## src/rtl/core/slcs_pkg.sv

```systemverilog
// Shared types and codes for the source lexer block.
// No dependencies; every other file of the block imports this package.
package slcs_pkg;

  // Default storage depths, handed to the top level as parameter defaults.
  localparam int QUEUE_DEPTH_DEF  = 2;
  localparam int RESULT_DEPTH_DEF = 4;

  // Byte classes found by the front part.
  localparam logic [2:0] CLS_SPACE = 3'd0;
  localparam logic [2:0] CLS_ALPHA = 3'd1;
  localparam logic [2:0] CLS_DIGIT = 3'd2;
  localparam logic [2:0] CLS_QUOTE = 3'd3;
  localparam logic [2:0] CLS_DBL   = 3'd4;
  localparam logic [2:0] CLS_OP    = 3'd5;
  localparam logic [2:0] CLS_CTRL  = 3'd6;
  localparam logic [2:0] CLS_OTHER = 3'd7;

  // Lexer modes of the back part.
  localparam logic [2:0] MODE_IDLE   = 3'd0;
  localparam logic [2:0] MODE_IDENT  = 3'd1;
  localparam logic [2:0] MODE_NUMBER = 3'd2;
  localparam logic [2:0] MODE_STRING = 3'd3;
  localparam logic [2:0] MODE_ESCAPE = 3'd4;
  localparam logic [2:0] MODE_OP     = 3'd5;
  localparam logic [2:0] MODE_DOUBLE = 3'd6;

  // Token kinds as they appear on the result word.
  localparam logic [2:0] KIND_IDENT  = 3'd0;
  localparam logic [2:0] KIND_NUMBER = 3'd1;
  localparam logic [2:0] KIND_STRING = 3'd2;
  localparam logic [2:0] KIND_OP     = 3'd3;
  localparam logic [2:0] KIND_DBL    = 3'd4;
  localparam logic [2:0] KIND_CTRL   = 3'd5;
  localparam logic [2:0] KIND_OTHER  = 3'd6;

  typedef struct packed {
    logic [7:0] char_in;
    logic       end_of_input;
  } in_item_t;

  typedef struct packed {
    logic       has_char;
    logic [7:0] char_out;
    logic       token_done;
    logic [2:0] token_kind;
    logic       stream_end;
    logic       last;
  } out_item_t;

  // A byte after classification, as it waits between front and back.
  typedef struct packed {
    logic [7:0] ch;
    logic       eoi;
    logic [2:0] cls;
    logic       is_dot;
    logic       is_eq;
    logic       is_bslash;
  } cls_item_t;

endpackage

```

## src/rtl/core/slcs_front.sv

```systemverilog
// Front part of the source lexer: accepts input words and classifies each byte.
// Depends on slcs_pkg; feeds slcs_queue.
module slcs_front (
  input  logic                clk,
  input  logic                rst_n,
  input  logic                push,
  output logic                full,
  input  slcs_pkg::in_item_t  in_data,
  input  logic                q_full,
  output logic                q_push,
  output slcs_pkg::cls_item_t q_data
);
  import slcs_pkg::*;

  logic [7:0] ch;
  logic       acc_seen_r;
  logic       acc_seen_nxt;

  assign ch     = in_data.char_in;
  assign full   = q_full;
  assign q_push = push && !q_full;

  always_comb begin
    q_data           = '0;
    q_data.ch        = ch;
    q_data.eoi       = in_data.end_of_input;
    q_data.is_dot    = (ch == 8'h2E);
    q_data.is_eq     = (ch == 8'h3D);
    q_data.is_bslash = (ch == 8'h5C);
    unique case (ch) inside
      8'h20, [8'h09:8'h0D]:                     q_data.cls = CLS_SPACE;
      [8'h41:8'h5A], [8'h61:8'h7A], 8'h5F:      q_data.cls = CLS_ALPHA;
      [8'h30:8'h39]:                            q_data.cls = CLS_DIGIT;
      8'h22, 8'h27:                             q_data.cls = CLS_QUOTE;
      8'h7C, 8'h26, 8'h2B, 8'h2D:               q_data.cls = CLS_DBL;
      8'h3C, 8'h3E, 8'h21, 8'h3D, 8'h2A, 8'h2F: q_data.cls = CLS_OP;
      8'h28, 8'h29, 8'h5B, 8'h5D, 8'h7B, 8'h7D,
      8'h3B, 8'h2C, 8'h2E:                      q_data.cls = CLS_CTRL;
      default:                                  q_data.cls = CLS_OTHER;
    endcase
  end

  // Marks that a word has been taken since reset; used by the checks below.
  assign acc_seen_nxt = acc_seen_r || q_push;

  always_ff @(posedge clk) begin
    if (!rst_n) begin
      acc_seen_r <= 1'b0;
    end else begin
      acc_seen_r <= acc_seen_nxt;
    end
  end

`ifndef SYNTHESIS
  a_push_gated: assert property (@(posedge clk) disable iff (!rst_n)
    q_full |-> !q_push) else $error("word pushed into a full queue");
  a_seen_sticky: assert property (@(posedge clk) disable iff (!rst_n)
    $past(q_push) |-> acc_seen_r) else $error("accept marker lost");
  a_class_eoi: assert property (@(posedge clk) disable iff (!rst_n)
    q_push |-> (q_data.eoi == in_data.end_of_input))
    else $error("end mark not carried");
`endif

endmodule

```

## src/rtl/core/slcs_queue.sv

```systemverilog
// Short queue of classified bytes between the front and back parts.
// Depends on slcs_pkg for the entry type.
module slcs_queue #(
  parameter int DEPTH = slcs_pkg::QUEUE_DEPTH_DEF
) (
  input  logic                clk,
  input  logic                rst_n,
  input  logic                wr_en,
  input  slcs_pkg::cls_item_t wr_data,
  output logic                full,
  input  logic                rd_en,
  output slcs_pkg::cls_item_t rd_data,
  output logic                empty
);
  import slcs_pkg::*;

  localparam int IDX_W = (DEPTH > 1) ? $clog2(DEPTH) : 1;
  localparam int CNT_W = $clog2(DEPTH + 1);

  cls_item_t          mem_r [DEPTH];
  logic [IDX_W-1:0]   wr_ptr_r, wr_ptr_nxt;
  logic [IDX_W-1:0]   rd_ptr_r, rd_ptr_nxt;
  logic [CNT_W-1:0]   cnt_r, cnt_nxt;

  assign full    = (cnt_r == CNT_W'(DEPTH));
  assign empty   = (cnt_r == '0);
  assign rd_data = mem_r[rd_ptr_r];

  always_comb begin
    wr_ptr_nxt = wr_ptr_r;
    rd_ptr_nxt = rd_ptr_r;
    if (wr_en) begin
      wr_ptr_nxt = (wr_ptr_r == IDX_W'(DEPTH - 1)) ? '0 : wr_ptr_r + 1'b1;
    end
    if (rd_en) begin
      rd_ptr_nxt = (rd_ptr_r == IDX_W'(DEPTH - 1)) ? '0 : rd_ptr_r + 1'b1;
    end
    cnt_nxt = cnt_r + CNT_W'(wr_en) - CNT_W'(rd_en);
  end

  always_ff @(posedge clk) begin
    if (!rst_n) begin
      wr_ptr_r <= '0;
      rd_ptr_r <= '0;
      cnt_r    <= '0;
    end else begin
      wr_ptr_r <= wr_ptr_nxt;
      rd_ptr_r <= rd_ptr_nxt;
      cnt_r    <= cnt_nxt;
    end
  end

  always_ff @(posedge clk) begin
    if (wr_en) begin
      mem_r[wr_ptr_r] <= wr_data;
    end
  end

endmodule

```

## src/rtl/core/slcs_engine.sv

```systemverilog
// Back part of the source lexer: runs the token state machine on classified
// bytes and buffers up to two result words per byte. Depends on slcs_pkg.
module slcs_engine #(
  parameter int RDEPTH = slcs_pkg::RESULT_DEPTH_DEF
) (
  input  logic                 clk,
  input  logic                 rst_n,
  input  logic                 q_empty,
  input  slcs_pkg::cls_item_t  q_data,
  output logic                 q_pop,
  input  logic                 pop,
  output logic                 empty,
  output slcs_pkg::out_item_t  out_data
);
  import slcs_pkg::*;

  localparam int IDX_W = $clog2(RDEPTH);
  localparam int CNT_W = $clog2(RDEPTH + 1);

  logic [2:0]       mode_r, mode_nxt;
  logic [7:0]       match_r, match_nxt;
  out_item_t        res_mem_r [RDEPTH];
  logic [IDX_W-1:0] wr_ptr_r, wr_ptr_nxt, wr1_ptr, wr2_ptr;
  logic [IDX_W-1:0] rd_ptr_r, rd_ptr_nxt;
  logic [CNT_W-1:0] cnt_r, cnt_nxt;

  logic             out_pop;
  logic             st_valid, st_setm;
  logic [2:0]       st_mode;
  out_item_t        st_res, cl_res, r0, r1;
  logic [1:0]       n_res, n_wr;
  logic             close_start, do_start;

  function automatic logic [2:0] mode_kind(input logic [2:0] m);
    logic [2:0] k;
    unique case (m)
      MODE_NUMBER:              k = KIND_NUMBER;
      MODE_STRING, MODE_ESCAPE: k = KIND_STRING;
      MODE_OP:                  k = KIND_OP;
      MODE_DOUBLE:              k = KIND_DBL;
      default:                  k = KIND_IDENT;
    endcase
    return k;
  endfunction

  function automatic out_item_t mk_res(input logic has, input logic [7:0] ch,
                                       input logic done, input logic [2:0] kind,
                                       input logic fin);
    out_item_t r;
    r            = '0;
    r.has_char   = has;
    r.char_out   = has ? ch : 8'h00;
    r.token_done = done;
    r.token_kind = kind;
    r.stream_end = fin;
    return r;
  endfunction

  function automatic logic [IDX_W-1:0] inc_ptr(input logic [IDX_W-1:0] p);
    return (p == IDX_W'(RDEPTH - 1)) ? '0 : p + 1'b1;
  endfunction

  // A byte is taken only when two result slots are free.
  assign q_pop   = !q_empty && (cnt_r <= CNT_W'(RDEPTH - 2));
  assign empty   = (cnt_r == '0);
  assign out_pop = pop && !empty;
  assign out_data = res_mem_r[rd_ptr_r];

  // Result of opening a token with the current byte.
  always_comb begin
    st_valid = 1'b1;
    st_setm  = 1'b0;
    st_mode  = MODE_IDLE;
    st_res   = mk_res(1'b1, q_data.ch, 1'b0, KIND_IDENT, 1'b0);
    unique case (q_data.cls)
      CLS_SPACE: st_valid = 1'b0;
      CLS_ALPHA: st_mode  = MODE_IDENT;
      CLS_DIGIT: begin
        st_mode = MODE_NUMBER;
        st_res  = mk_res(1'b1, q_data.ch, 1'b0, KIND_NUMBER, 1'b0);
      end
      CLS_QUOTE: begin
        st_mode = MODE_STRING;
        st_setm = 1'b1;
        st_res  = mk_res(1'b1, q_data.ch, 1'b0, KIND_STRING, 1'b0);
      end
      CLS_DBL: begin
        st_mode = MODE_DOUBLE;
        st_setm = 1'b1;
        st_res  = mk_res(1'b1, q_data.ch, 1'b0, KIND_DBL, 1'b0);
      end
      CLS_OP: begin
        st_mode = MODE_OP;
        st_res  = mk_res(1'b1, q_data.ch, 1'b0, KIND_OP, 1'b0);
      end
      CLS_CTRL:  st_res = mk_res(1'b1, q_data.ch, 1'b1, KIND_CTRL, 1'b0);
      default:   st_res = mk_res(1'b1, q_data.ch, 1'b1, KIND_OTHER, 1'b0);
    endcase
  end

  // Main token state machine.
  always_comb begin
    cl_res      = mk_res(1'b0, 8'h00, 1'b1, mode_kind(mode_r), 1'b0);
    r0          = st_res;
    r1          = '0;
    n_res       = 2'd0;
    mode_nxt    = mode_r;
    match_nxt   = match_r;
    close_start = 1'b0;
    do_start    = 1'b0;
    if (q_data.eoi) begin
      r0       = mk_res(1'b0, 8'h00, (mode_r != MODE_IDLE),
                        (mode_r != MODE_IDLE) ? mode_kind(mode_r) : KIND_IDENT, 1'b1);
      n_res    = 2'd1;
      mode_nxt = MODE_IDLE;
    end else begin
      unique case (mode_r)
        MODE_IDENT: begin
          if (q_data.cls == CLS_ALPHA || q_data.cls == CLS_DIGIT) begin
            r0    = mk_res(1'b1, q_data.ch, 1'b0, KIND_IDENT, 1'b0);
            n_res = 2'd1;
          end else begin
            close_start = 1'b1;
          end
        end
        MODE_NUMBER: begin
          if (q_data.cls == CLS_DIGIT || q_data.is_dot) begin
            r0    = mk_res(1'b1, q_data.ch, 1'b0, KIND_NUMBER, 1'b0);
            n_res = 2'd1;
          end else begin
            close_start = 1'b1;
          end
        end
        MODE_STRING: begin
          if (q_data.is_bslash) begin
            mode_nxt = MODE_ESCAPE;
          end else if (q_data.ch == match_r) begin
            r0       = cl_res;
            n_res    = 2'd1;
            mode_nxt = MODE_IDLE;
          end else begin
            r0    = mk_res(1'b1, q_data.ch, 1'b0, KIND_STRING, 1'b0);
            n_res = 2'd1;
          end
        end
        MODE_ESCAPE: begin
          r0       = mk_res(1'b1, q_data.ch, 1'b0, KIND_STRING, 1'b0);
          n_res    = 2'd1;
          mode_nxt = MODE_STRING;
        end
        MODE_OP: begin
          if (q_data.is_eq) begin
            r0       = mk_res(1'b1, q_data.ch, 1'b1, KIND_OP, 1'b0);
            n_res    = 2'd1;
            mode_nxt = MODE_IDLE;
          end else begin
            close_start = 1'b1;
          end
        end
        MODE_DOUBLE: begin
          if (q_data.ch == match_r) begin
            r0       = mk_res(1'b1, q_data.ch, 1'b1, KIND_DBL, 1'b0);
            n_res    = 2'd1;
            mode_nxt = MODE_IDLE;
          end else begin
            close_start = 1'b1;
          end
        end
        default: do_start = 1'b1;
      endcase
      if (close_start) begin
        r0        = cl_res;
        r1        = st_res;
        n_res     = st_valid ? 2'd2 : 2'd1;
        mode_nxt  = st_mode;
        match_nxt = st_setm ? q_data.ch : match_r;
      end else if (do_start) begin
        n_res     = st_valid ? 2'd1 : 2'd0;
        mode_nxt  = st_mode;
        match_nxt = st_setm ? q_data.ch : match_r;
      end
    end
    if (n_res == 2'd1) begin
      r0.last = 1'b1;
    end
    if (n_res == 2'd2) begin
      r1.last = 1'b1;
    end
  end

  // Result buffer bookkeeping.
  always_comb begin
    n_wr       = q_pop ? n_res : 2'd0;
    wr1_ptr    = inc_ptr(wr_ptr_r);
    wr2_ptr    = inc_ptr(wr1_ptr);
    wr_ptr_nxt = (n_wr == 2'd2) ? wr2_ptr : (n_wr == 2'd1) ? wr1_ptr : wr_ptr_r;
    rd_ptr_nxt = out_pop ? inc_ptr(rd_ptr_r) : rd_ptr_r;
    cnt_nxt    = cnt_r + CNT_W'(n_wr) - CNT_W'(out_pop);
  end

  always_ff @(posedge clk) begin
    if (!rst_n) begin
      mode_r   <= MODE_IDLE;
      match_r  <= 8'h00;
      wr_ptr_r <= '0;
      rd_ptr_r <= '0;
      cnt_r    <= '0;
    end else begin
      if (q_pop) begin
        mode_r  <= mode_nxt;
        match_r <= match_nxt;
      end
      wr_ptr_r <= wr_ptr_nxt;
      rd_ptr_r <= rd_ptr_nxt;
      cnt_r    <= cnt_nxt;
    end
  end

  always_ff @(posedge clk) begin
    if (n_wr != 2'd0) begin
      res_mem_r[wr_ptr_r] <= r0;
    end
    if (n_wr == 2'd2) begin
      res_mem_r[wr1_ptr] <= r1;
    end
  end

`ifndef SYNTHESIS
  a_cnt_bound: assert property (@(posedge clk) disable iff (!rst_n)
    cnt_r <= CNT_W'(RDEPTH)) else $error("result buffer overfilled");
  a_eoi_idle: assert property (@(posedge clk) disable iff (!rst_n)
    (q_pop && q_data.eoi) |=> (mode_r == MODE_IDLE))
    else $error("end of input left a token open");
  a_escape_from_string: assert property (@(posedge clk) disable iff (!rst_n)
    (mode_r == MODE_ESCAPE && $past(rst_n)) |-> ($past(mode_r) == MODE_STRING ||
                                                 $past(mode_r) == MODE_ESCAPE))
    else $error("escape mode entered outside a string");
`endif

endmodule

```

## src/rtl/core/source_lexer_char_step.sv

```systemverilog
// Top level of the source lexer: joins the classifying front, the byte queue
// and the token engine. Depends on slcs_pkg, slcs_front, slcs_queue, slcs_engine.
//
// The block cuts a byte stream into tokens. Each input word carries one source
// byte or an end-of-input mark; each result word carries one lexeme byte
// (has_char), an end-of-token mark with the token's kind, or the end-of-stream
// answer, and last flags the final word caused by an input word. A byte that
// ends one token and starts the next gives two words; whitespace between
// tokens, and a backslash inside a string, give none, and whitespace that ends
// a token gives only the closing word. The front classifies a byte in the
// cycle it is accepted and writes it into a short queue; the engine takes one
// byte a cycle from that queue whenever two result slots are free and writes
// its words into the result buffer, which delivers one word a cycle. An input
// word is accepted every cycle while the queue has room, so a stream of bytes
// giving one word each runs at one byte per cycle; bytes giving two words are
// held to the output rate of one word per cycle. An accepted byte is first
// registered in the queue and then its words in the result buffer, which
// drives the result ports directly. Both sides may stall freely: full
// depends only on the queue fill and empty only on the result buffer fill.
// There is no configuration and no clearing pass after reset.
module source_lexer_char_step #(
  parameter int QUEUE_DEPTH  = slcs_pkg::QUEUE_DEPTH_DEF,
  parameter int RESULT_DEPTH = slcs_pkg::RESULT_DEPTH_DEF
) (
  input  logic                clk,
  input  logic                rst_n,
  input  logic                push,
  output logic                full,
  input  slcs_pkg::in_item_t  in_data,
  output logic                empty,
  input  logic                pop,
  output slcs_pkg::out_item_t out_data
);
  import slcs_pkg::*;

  // Classified bytes travelling from the front into the queue and on to the
  // engine.
  cls_item_t q_wr_data;
  cls_item_t q_rd_data;
  logic      q_wr_en;
  logic      q_full;
  logic      q_rd_en;
  logic      q_empty;

  // The front takes a word whenever the queue is not full.
  slcs_front u_front (
    .clk     (clk),
    .rst_n   (rst_n),
    .push    (push),
    .full    (full),
    .in_data (in_data),
    .q_full  (q_full),
    .q_push  (q_wr_en),
    .q_data  (q_wr_data)
  );

  // The queue lets the front keep accepting while the engine waits for room
  // in the result buffer.
  slcs_queue #(
    .DEPTH (QUEUE_DEPTH)
  ) u_queue (
    .clk     (clk),
    .rst_n   (rst_n),
    .wr_en   (q_wr_en),
    .wr_data (q_wr_data),
    .full    (q_full),
    .rd_en   (q_rd_en),
    .rd_data (q_rd_data),
    .empty   (q_empty)
  );

  // The engine holds the lexer state and the result buffer that drives the
  // output side.
  slcs_engine #(
    .RDEPTH (RESULT_DEPTH)
  ) u_engine (
    .clk      (clk),
    .rst_n    (rst_n),
    .q_empty  (q_empty),
    .q_data   (q_rd_data),
    .q_pop    (q_rd_en),
    .pop      (pop),
    .empty    (empty),
    .out_data (out_data)
  );

endmodule
```

## config.mk

```make
export PLATFORM = sky130hd
export DESIGN_NAME = source_lexer_char_step
export DESIGN_NICKNAME = d
export VERILOG_FILES = /design/src/rtl/core/slcs_pkg.sv /design/src/rtl/core/slcs_front.sv /design/src/rtl/core/slcs_queue.sv /design/src/rtl/core/slcs_engine.sv /design/src/rtl/core/source_lexer_char_step.sv
export SDC_FILE = /design/constraint.sdc
export NUM_CORES = 1
export LEC_CHECK = 0
export BUFFER_PORTS_ARGS = -buffer_cell sky130_fd_sc_hd__buf_2
export CAP_MARGIN = 5
export CORE_MARGIN = 2
export CORE_UTILIZATION = 60
export DETAILED_ROUTE_END_ITERATION = 16
export MAX_ROUTING_LAYER = met4
export PLACE_DENSITY = 0.8
export SYNTH_ARGS = -nofsm -noshare
export SYNTH_HDL_FRONTEND = slang
export SYNTH_HIERARCHICAL = 1
export SYNTH_SLANG_ARGS = --single-unit
```

## constraint.sdc

```tcl
create_clock -name clk -period 7.8 [get_ports clk]
set_input_delay 1.95 -clock clk [delete_from_list [all_inputs] [get_ports clk]]
set_output_delay 1.95 -clock clk [all_outputs]
set_load 0.02 [all_outputs]
```

==> metrics.cfg <==
[clocking]
holdBufCountCts=0
cts.sinks=115
insertion_delay_ns=0.52
cts_resized=0
cts-buffers-inserted=17
postCtsSetupBuffers=0
cts_tree=built
htree_levels=4
cts_root_buffer=clkbuf_8
clock_path_buffers=2
clk_pin_slew_worst_paths_ns=0.06

[finish]
drive_gt1_frac=0.1990
synthToLayoutAreaGrowth_pct=10.02
nFillCells=768
regArea_um2=3163
diodes=0
final_net_count=598
multiInputGateArea_um2=2882
fin_cells=719
final_area_um2=7018

[timing]
fmaxAchievable_mhz=217.2
finalSetupTns_ns=0
rsz0062_at_grt=no
worst_slack_ns=3.196
finalClockSkew_ns=0.006708
slew_viol_final=0
slew_headroom=0.3248
fin_crit_ns=4.604
worst_slew_pin_slew_ns=1.011
finalHoldViolCount=0
fin_crit_sh=0.5902
setup_viol=0

[run_status]
outcome=completed

[synthesis]
synth_async_sr_flop_share=0
synth_warnings=6
synth_ff_type=edfxtp_1
synth_top_area_frac=0.4049
synth_nets=586
avgSynthCellArea_um2=11.43
synth_edf_count=86
ys_seq_elements=115
postSynthCellCount=558
yosysTopAreaCell=edfxtp_1
ys_types=83
synth_area_leaders=edfxtp_1 40%, dfxtp_1 9.1%, mux4_2 5.3%
ys_seq_area_frac=0.4959
netlist_area_um2=6379

[die]
coreArea_um2=10320
fp.dieArea_um2=11470
die_y_um=107.1
pin_count=30
fp-row-count=37
die_x_um=107.1
initial_utilization=0.6179

[power]
power.total_mw=2.487
p_clk_frac=0.294
power_switching_mw=0.8960
power.density_nw_per_um2=354.4
swShare=0.3603
p_comb_frac=0.347
vdd_drop_max_mv=0.1876
leakage_nw=2.520
intPower_mw=1.591
sequentialPowerShare=0.359

[critical_path]
path_class=flip-flop to flip-flop
crit_fanout=15
cp-start-kind=flip-flop
critical_path.endpoint_type=flip-flop
worstPathArrival_ns=4.85
required_ns=8.04

[global_routing]
grt_pass1_wl_um=21380
grt_overflow_total=0
antenna_found_initial=0
grt_max_degree=31
grt_pass1_vias=4166
grt_util_all_layers=0.2528

[routing]
drc_errors=0
wire_per_inst_um=18.54
routed_wl_um=13330
ant_nets=0
via_per_inst=6.118
drtPass1Iterations=5
vias=4399
drtIter0Drc=455

[place]
dpl_cell_area_um2=6457
dp_cells=687
port_buffers=29
routabilityCongestion=0.9629
pre_cts_slack_ns=3.301
dpl.hpwl_um=8925

[hold_path]
hold_class=flip-flop to flip-flop

[job]
drv_cap=0

-- final cells by class --
type / instances / share of cell area
sequential: 115 / 0.4507
multi-input combinational: 383 / 0.4106
clock buffer: 17 / 0.05901
tap: 136 / 0.02425
timing repair buffer: 31 / 0.02282
clock inverter: 15 / 0.02086
inverter: 22 / 0.01177
-- routing by layer --
layer	GRT usage	share of wire	vias up
met5	-	0	-
met4	0.08905	0.016	0
met3	0.05228	0.073	27
met2	0.4123	0.49	210
met1	0.3154	0.42	2084
li1	-	-	2078
-- power groups by stage --
stage / Clock (mW) / Sequential (mW) / Combinational (mW)
6_report: 0.732 / 0.893 / 0.862
3_5_place_dp: 0 / 0.907 / 0.852
5_1_grt: 0.770 / 0.910 / 0.941
2_1_floorplan: 0 / 0.846 / 0.711
4_1_cts: 0.744 / 0.895 / 0.859
3_3_place_gp: 0 / 0.897 / 0.837
-- sequential cells by signal (all words and copies together), names as in the netlist, named ones only --
name                flops
u_engine/cnt_r          3
u_engine/match_r        8
u_engine/mode_r         3
u_engine/rd_ptr_r       2
u_engine/res_mem_r     60
u_engine/wr_ptr_r       2
u_queue/cnt_r           2
u_queue/mem_r          30
u_queue/rd_ptr_r        1
u_queue/wr_ptr_r        1
-- cells in the final DEF, fill, tap and decap left out, drive strengths merged, types with 4 or more instances in the layout --
cell      synthesis  routed
o32ai             5       5
nand2            53      53
nor2             59      59
clkbuf            9      17
o22ai            14      14
mux2             15      15
and3b             4       4
o21ai            20      20
nand3            12      12
clkinvlp          0       4
inv              22      30
ha               14      14
mux2i            15      15
dfxtp            29      29
nor2b            14      14
edfxtp           86      86
buf              29      31
o31ai             6       6
and2             14      14
xor2              4       4
nand2b           14      14
nor3             15      15
xnor2            11      11
a21oi            16      16
nand4             5       5
mux4             15      15
-- worst max-delay path, cell delays in order, from the launching register on --
cell and delay (ns):
dfxtp_1 0.83, mux2_2 0.52, xnor2_1 0.34, o311a_4 0.23, nor2_2 0.08, nand2_2 0.35, o221a_2 0.35, nand2b_1 0.18
ha_1 0.31, nand2_1 0.19, nand2b_1 0.23, nor2_1 0.08, mux2i_2 0.52, nor2_1 0.10
-- cells in the mapped netlist, types with 14 or more instances --
library cell and instances:
and2_1 14, inv_1 22, nor2b_1 14, ha_1 14, nand2_1 51, o21ai_0 19, nand2b_1 14, dfxtp_1 29
edfxtp_1 86, nor2_1 57, mux4_2 15, a21oi_1 14
-- logic make-up (layout without fill, tap and decap cells) --
logic type | after synthesis | in the layout | share of synthesized area
AOI/OAI and AO/OA | 92 | 92 | 0.1022
xor gates and xnor gates | 16 | 16 | 0.02413
adders and majority gates | 15 | 15 | 0.03060
buffers and inverters | 60 | 85 | 0.05237
DFF | 115 | 115 | 0.4959
muxes | 45 | 45 | 0.1140
and+or+nand+nor | 215 | 215 | 0.1809
-- path summary, 6_finish.rpt --
kind | start | end | slack (ns) | cells past startpoint
worst max-delay path | flip-flop | u_engine/res_mem_r[1][9]$_DFFE_PP_ | 3.20 | 13
worst min-delay path | u_engine/match_r[2]$_SDFFE_PN0P_ | u_engine/match_r[2]$_SDFFE_PN0P_ | 0.47 | 2
worst max register to register | flip-flop | u_engine/res_mem_r[1][9]$_DFFE_PP_ | 3.20 | 13
worst min register to register | u_engine/match_r[2]$_SDFFE_PN0P_ | u_engine/match_r[2]$_SDFFE_PN0P_ | 0.47 | 2
-- stage by stage --
step                hold WS (ns)  utilization
CTS                       0.4769       0.6798
detailed placement        0.4652       0.6255
global placement          0.4543       0.6255
finish                    0.4725       0.6798
global route              0.4928       0.6798
floorplan                 0.4383            -
Note: power is estimated with default switching activity, not from simulation.
